===== src/design/apf_pkg.sv =====
// ----------------------------------------------------------------------------
// apf_pkg: shared types and constants of the articulation point finder
// Node and counter widths, datapath operation codes, the command and
// status bundles between controller and datapath, and the walk frame.
// ----------------------------------------------------------------------------
package apf_pkg;

    localparam int NODE_W = 6;   // node number width
    localparam int PTR_W  = 7;   // neighbor pointer, holds 0 .. 64
    localparam int VIS_W  = 7;   // visit numbers and low links
    localparam int CNT_W  = 6;   // child and subnet counts
    localparam int NET_W  = 16;  // network counter
    localparam int CHUNK  = 8;   // adjacency bits examined per scan cycle
    localparam int S_DATA_W = 16;
    localparam int M_DATA_W = 32;

    typedef logic [NODE_W-1:0] node_t;

    typedef enum logic [3:0] {
        OP_NOP,
        OP_EDGE,
        OP_RSCAN_INIT,
        OP_RSCAN,
        OP_ROOT_START,
        OP_FETCH,
        OP_SCAN,
        OP_VCMP,
        OP_PUSH,
        OP_POP,
        OP_UNWIND,
        OP_REP_START,
        OP_REP_SCAN,
        OP_EMIT,
        OP_EMIT_NONE,
        OP_CLEAR
    } dp_op_t;

    typedef struct packed {
        dp_op_t op;
    } dp_cmd_t;

    typedef struct packed {
        logic rscan_end;    // root search ran past the last node
        logic root_hit;     // current node starts a new walk
        logic scan_found;   // a neighbor was found this cycle
        logic scan_end;     // the neighbor row is exhausted
        logic w_visited;    // the found neighbor already has a visit number
        logic back_ok;      // the found neighbor is not the tree parent
        logic stack_empty;  // the current frame is a walk root
        logic rep_end;      // report scan ran past the last node
        logic rep_cut;      // report scan stands on a cut vertex
        logic out_busy;     // output register holds an untaken beat
        logic no_cuts;      // the walk found no cut vertex
    } dp_status_t;

    typedef struct packed {
        node_t             u;
        node_t             par;    // zero marks a walk root
        logic [PTR_W-1:0]  nxt;
        logic [CNT_W-1:0]  child;
        logic [VIS_W-1:0]  vis;
        logic [VIS_W-1:0]  low;
        logic [VIS_W-1:0]  split;
    } frame_t;

endpackage


===== src/design/apf_ctrl.sv =====
// ----------------------------------------------------------------------------
// apf_ctrl: sequencer of the articulation point finder
// Accepts edge and end beats, then steps the datapath through the root
// search, the depth-first walk, the report and the final clear.
// ----------------------------------------------------------------------------
module apf_ctrl (
    input  logic                aclk,
    input  logic                aresetn,
    input  logic                s_tvalid,
    output logic                s_tready,
    input  logic                s_kind,
    input  apf_pkg::dp_status_t status,
    output apf_pkg::dp_cmd_t    cmd
);
    import apf_pkg::*;

    typedef enum logic [3:0] {
        ST_IDLE,
        ST_RSCAN,
        ST_ROOT,
        ST_FETCH,
        ST_SCAN,
        ST_VCMP,
        ST_PUSH,
        ST_POP,
        ST_UNWIND,
        ST_REP_START,
        ST_REP_SCAN,
        ST_EMIT,
        ST_NONE,
        ST_CLEAR
    } state_t;

    state_t state_reg, state_next;
    logic   ready_reg;
    dp_op_t op;

    assign s_tready = ready_reg;
    assign cmd.op   = op;

    always_comb begin
        state_next = state_reg;
        op         = OP_NOP;
        case (state_reg)
            ST_IDLE: begin
                if (s_tvalid && ready_reg) begin
                    if (s_kind) begin
                        op         = OP_RSCAN_INIT;
                        state_next = ST_RSCAN;
                    end else begin
                        op = OP_EDGE;
                    end
                end
            end
            ST_RSCAN: begin
                op = OP_RSCAN;
                if (status.rscan_end) begin
                    state_next = ST_REP_START;
                end else if (status.root_hit) begin
                    state_next = ST_ROOT;
                end
            end
            ST_ROOT: begin
                op         = OP_ROOT_START;
                state_next = ST_FETCH;
            end
            ST_FETCH: begin
                op         = OP_FETCH;
                state_next = ST_SCAN;
            end
            ST_SCAN: begin
                op = OP_SCAN;
                if (status.scan_found) begin
                    if (!status.w_visited) begin
                        state_next = ST_PUSH;
                    end else if (status.back_ok) begin
                        state_next = ST_VCMP;
                    end
                end else if (status.scan_end) begin
                    state_next = ST_POP;
                end
            end
            ST_VCMP: begin
                op         = OP_VCMP;
                state_next = ST_SCAN;
            end
            ST_PUSH: begin
                op         = OP_PUSH;
                state_next = ST_FETCH;
            end
            ST_POP: begin
                op         = OP_POP;
                state_next = status.stack_empty ? ST_RSCAN : ST_UNWIND;
            end
            ST_UNWIND: begin
                op         = OP_UNWIND;
                state_next = ST_FETCH;
            end
            ST_REP_START: begin
                if (!status.out_busy) begin
                    op         = OP_REP_START;
                    state_next = ST_REP_SCAN;
                end
            end
            ST_REP_SCAN: begin
                // Hold while the previous beat still waits to be taken.
                if (!status.out_busy) begin
                    op = OP_REP_SCAN;
                    if (status.rep_end) begin
                        state_next = status.no_cuts ? ST_NONE : ST_CLEAR;
                    end else if (status.rep_cut) begin
                        state_next = ST_EMIT;
                    end
                end
            end
            ST_EMIT: begin
                op         = OP_EMIT;
                state_next = ST_REP_SCAN;
            end
            ST_NONE: begin
                op         = OP_EMIT_NONE;
                state_next = ST_CLEAR;
            end
            ST_CLEAR: begin
                op         = OP_CLEAR;
                state_next = ST_IDLE;
            end
            default: begin
                state_next = ST_IDLE;
            end
        endcase
    end

    always_ff @(posedge aclk) begin
        if (!aresetn) begin
            state_reg <= ST_IDLE;
            ready_reg <= 1'b1;
        end else begin
            state_reg <= state_next;
            ready_reg <= (state_next == ST_IDLE);
        end
    end

endmodule


===== config.mk =====
export PLATFORM = sky130hd
export DESIGN_NAME = apf_ctrl
export DESIGN_NICKNAME = d
export VERILOG_FILES = /design/src/design/apf_pkg.sv /design/src/design/apf_ctrl.sv
export SDC_FILE = /design/constraint.sdc
export NUM_CORES = 1
export LEC_CHECK = 0
export ABC_AREA = 1
export BUFFER_PORTS_ARGS = -buffer_cell sky130_fd_sc_hd__buf_2
export CAP_MARGIN = 10
export CORE_AREA = 2 2 41 43
export CTS_CLUSTER_SIZE = 28
export DETAILED_ROUTE_END_ITERATION = 10
export DIE_AREA = 0 0 43 45
export PLACE_DENSITY_LB_ADDON = 0.25
export SLEW_MARGIN = 20
export SYNTH_ARGS = -nofsm -noshare
export SYNTH_HDL_FRONTEND = slang
export SYNTH_SLANG_ARGS = --single-unit

===== constraint.sdc =====
create_clock -name aclk -period 1.2 [get_ports aclk]
set_clock_uncertainty 0.05 [all_clocks]
set_input_delay 0.18 -clock aclk [delete_from_list [all_inputs] [get_ports aclk]]
set_output_delay 0.18 -clock aclk [all_outputs]
set_load 0.05 [all_outputs]

; Word-level counts from Yosys, hierarchy flattened
; Index checks and enable logic that the tools add are counted.
[word_totals]
ff_bits = 5
inputBits = 15
output_inout_bits = 5
wordCells = 40
[op_classes]
eq_ne = 13
n_mux = 20
reduce_logical = 5
[op_table]
columns = op, count
row1 = $mux W4, 15
row2 = $pmux W4 S14, 1
row3 = $pmux W4 S10, 1
row4 = $eq A4 B4 Y1 const B, 6
row5 = $eq A4 B3 Y1 const B, 4
row6 = $eq A4 B2 Y1 const B, 2
row7 = $logic_not A4 Y1, 2
row8 = $eq A4 B1 Y1 const B, 1
row9 = $mux W2, 2
row10 = $reduce_or A3 Y1, 1
row11 = $reduce_or A2 Y1, 1
row12 = $logic_and A1 B1 Y1, 1
row13 = $mux W1, 1

; Logic depth before layout (Yosys ltp)
[depth]
ltp_word = 5
depth_mapped = 11
mapped_depth_nobuf = 10

; Least setup slack after synthesis
; OpenSTA, ideal clock, no wires.
[synth_timing]
path_type = reg2out
start = reg state_reg[2]
end = out cmd[2] (netlist bit)
arrival_time_ns = 1.423
t_required_ns = 0.970
slack_ns = -0.453
path_stages_with_launch = 6
n_path_buf = 0
cell_sequence = dfxtp_1 -> inv_4 -> nand2_2 -> nor2_2 -> a221oi_1 -> nand3_1
[synth_rtl]
columns = element, line_no
row1 = "start, declared", apf_ctrl.sv:34  ; state_t state_reg, state_next;
row2 = "start signal, assigned", apf_ctrl.sv:139  ; state_reg <= state_next;
row3 = "end, declared", apf_ctrl.sv:13  ; output apf_pkg::dp_cmd_t cmd

==> key figures <==
Run status
  • Status: finished, violations left
  • Failing checks: setup timing

Clock tree
  • Hold Buf Count CTS: 0
  • TritonCTS Buffers: 3
  • Clk pin slew, worst setup/hold paths: 0.05 ns
  • Root Buffer: clkbuf_4
  • CTS tree: yes
  • Clk_lat worst skew: 0.24 ns
  • Max Root-Sink Buffers: 2
  • Max H-tree Level: 1
  • Clk sinks: 5

Worst setup path
  • Slowest CP cell: dfxtp_4
  • Crit end category: output pin
  • WP data arrival: 1.40 ns
  • Beginning of the worst register-to-register path: state_reg[1]
  • Critical path cell sequence: nand2_2 -> clkinv_2 -> a221oi_4 -> nand3_2 -> buf_6
  • Buf+Inv Stages, Crit Path: 2
  • R2r endpoint: s_tready
  • CP delay by family, top: flip-flops
  • Crit path kind: reg -> out
  • Crit-path max FO: 7
  • R2R cell count: 10
  • CP peak stage delay: 0.38 ns
  • CP Data Required Time: 0.97 ns
  • Startpoint Class: flop
  • Worst reg2reg setup slack: -0.26 ns

Synthesis
  • Synth warn: 0
  • Syn avg cell area: 5.18 um^2
  • Syn Inst Count: 120
  • #FFs+latches synth: 5
  • Post-Syn Nets: 135
  • Post-synth top area share: 24.7%
  • Top post-synthesis cells by area: nand2_1 25%, dfxtp_1 16%, nor2_1 12%
  • Seq/Total Area, Yosys: 16.1%
  • Largest area contributor in the netlist: nand2_1
  • Distinct cells, synth: 23
  • Post-Syn Area: 622 um^2

Flow run
  • MaxCap Viol Count: 0

STA
  • Post-route setup TNS: -2.32 ns
  • Final Setup Violations: 9
  • Slew Limit Fails: 0
  • Worst setup margin: -0.432 ns
  • Worst Max-Slew Pin Slew: 0.280 ns
  • RSZ-0062 raised after global routing: true
  • Crit path time final: 1.63 ns
  • Fin. Hold Viols: 0
  • Slew HR: 81.3%
  • Final period util: 136%
  • Fmax: 613 MHz

Cells and area
  • Diodes inserted: 0
  • Layout fillers: 103
  • Share of cells above drive strength 1: 57.1%
  • Most common cell after layout, fill and taps aside: nand2_1
  • Post-route cell area: 1150 um^2
  • Most frequent cells in the layout: 33 x nand2_1, 23 x buf_4, 15 x buf_2
  • Area growth, synth to finish: 85.5%
  • Max reg flops: 4
  • Final Net Count: 184
  • Post-layout util: 78.4%

Worst hold path
  • HP Class: in -> reg
  • HP Start: aresetn
  • Hold endpoint: state_reg[1]
  • Hold Path Depth: 3

Route
  • M1 WL: 959 um
  • Final routed DRC violation total: 0
  • Met2 Wirelength: 1240 um
  • Max layer used: met4
  • Initial DRC Count: 22
  • Post-route antenna net violation count: 0
  • Vias: 950
  • Drt total wl: 2390 um
  • Initial DRT Pass Iterations: 4
  • WL per Instance: 13.0 um
  • Drt via density: 5.16
  • Met3 Routed Length: 141 um

Die
  • Die H: 45 um
  • IO Pins: 20
  • Die X: 43 um
  • Core area: 1470 um^2
  • Std cell rows: 14
  • Initial Util: 42.3%
  • Die ar.: 1940 um^2

Global routing
  • First-pass GRT wire length: 3980 um
  • Initial antenna violation count: 0
  • GRT overflow: 0
  • Total GRT Usage: 27.0%
  • Largest net degree at the start of global routing: 8
  • Vias in the first global route: 938

Place
  • Number of buffers inserted by port buffering: 19
  • Routability cong.: 0.904
  • Post-DP HPWL: 1670 um
  • DP Area: 947 um^2

Power
  • VDD IR max: 881 uV
  • Leakage: 0.615 nW
  • Power Density: 1420 nW/um^2
==> kinds of logic after synthesis <==
family / synth area share [%]
AOI/OAI and AO/OA: 11.1
buffers and inverters: 10.9
DFF: 16.1
and+or+nand+nor: 62.0
==> how the worst max path moves through the flow <==
stage	startpoint	to	slack [ns]	cells after the start
after global routing	state_reg[0]	cmd[2]	-0.49	6
after global placement	state_reg[2]	cmd[2]	-0.22	5
after detailed placement	state_reg[2]	cmd[2]	-0.26	5
final	state_reg[2]	cmd[3]	-0.43	5
after CTS	state_reg[0]	cmd[2]	-0.42	6
after floorplan	state_reg[1]	cmd[0]	-0.27	6
==> power by group <==
part | leakage (nW) | switching [W] | internal (W) | total (W)
Combinational | 0.557 | 0.000682 | 0.000463 | 0.00114
Clock | 0.0150 | 0.0000707 | 0.000126 | 0.000196
Sequential | 0.0436 | 0.0000866 | 0.000215 | 0.000301
==> per-layer routing <==
metal	vias up	global-route usage [%]
met3	5	4.80
li1	472	-
met5	-	0
met1	428	31.4
met4	0	7.88
met2	45	50.6
==> synth_stat cells <==
master	n
a21oi_1	5
inv_1	12
nand3_1	7
a221oi_1	1
clkinv_1	1
nor2_2	7
o21bai_1	1
nor2_1	20
nand3b_1	2
nor2_4	1
nand3_2	1
o21ai_1	2
nor4_1	1
o21ai_0	2
nor3_1	2
nand4_1	1
inv_4	1
nand2_1	41
buf_2	1
inv_2	2
nand2_2	3
dfxtp_1	5
o211ai_1	1
==> layout make-up <==
| cell class | count | area [um^2] | area share (%) |
|---|---|---|---|
| well taps | 16 | 20.0 | 1.74 |
| inverters | 16 | 76.3 | 6.62 |
| repair buffers | 45 | 327 | 28.3 |
| clock buffers | 4 | 26.3 | 2.28 |
| multi-input cells | 98 | 588 | 51.0 |
| flip-flops and latches | 5 | 116 | 10.1 |
==> timing repair <==
action / 4_1_cts / 5_1_grt
resized for setup: 32 / 11
setup endpoints to repair: 9 / 9
setup buffers: 3 / 2
gates cloned: 0 / 0
hold endpoints to repair: 0 / 0
pin swaps: 7 / 10
==> metrics by stage <==
stage,cells,setup slack (ns),hold WS (ns),total power (W)
after floorplan,120,-0.266,0.254,0.000882
after global placement,175,-0.217,0.375,0.00117
after detailed placement,175,-0.259,0.383,0.00119
after CTS,182,-0.415,0.116,0.00156
after global routing,184,-0.488,0.121,0.00174
final,184,-0.432,0.119,0.00164
==> tightest hold or removal path, cell delays in order <==
cell and delay (ns):
buf_2 0.10, o21ai_2 0.06, inv_1 0.05
No activity file was read; power rests on OpenSTA's default activity.
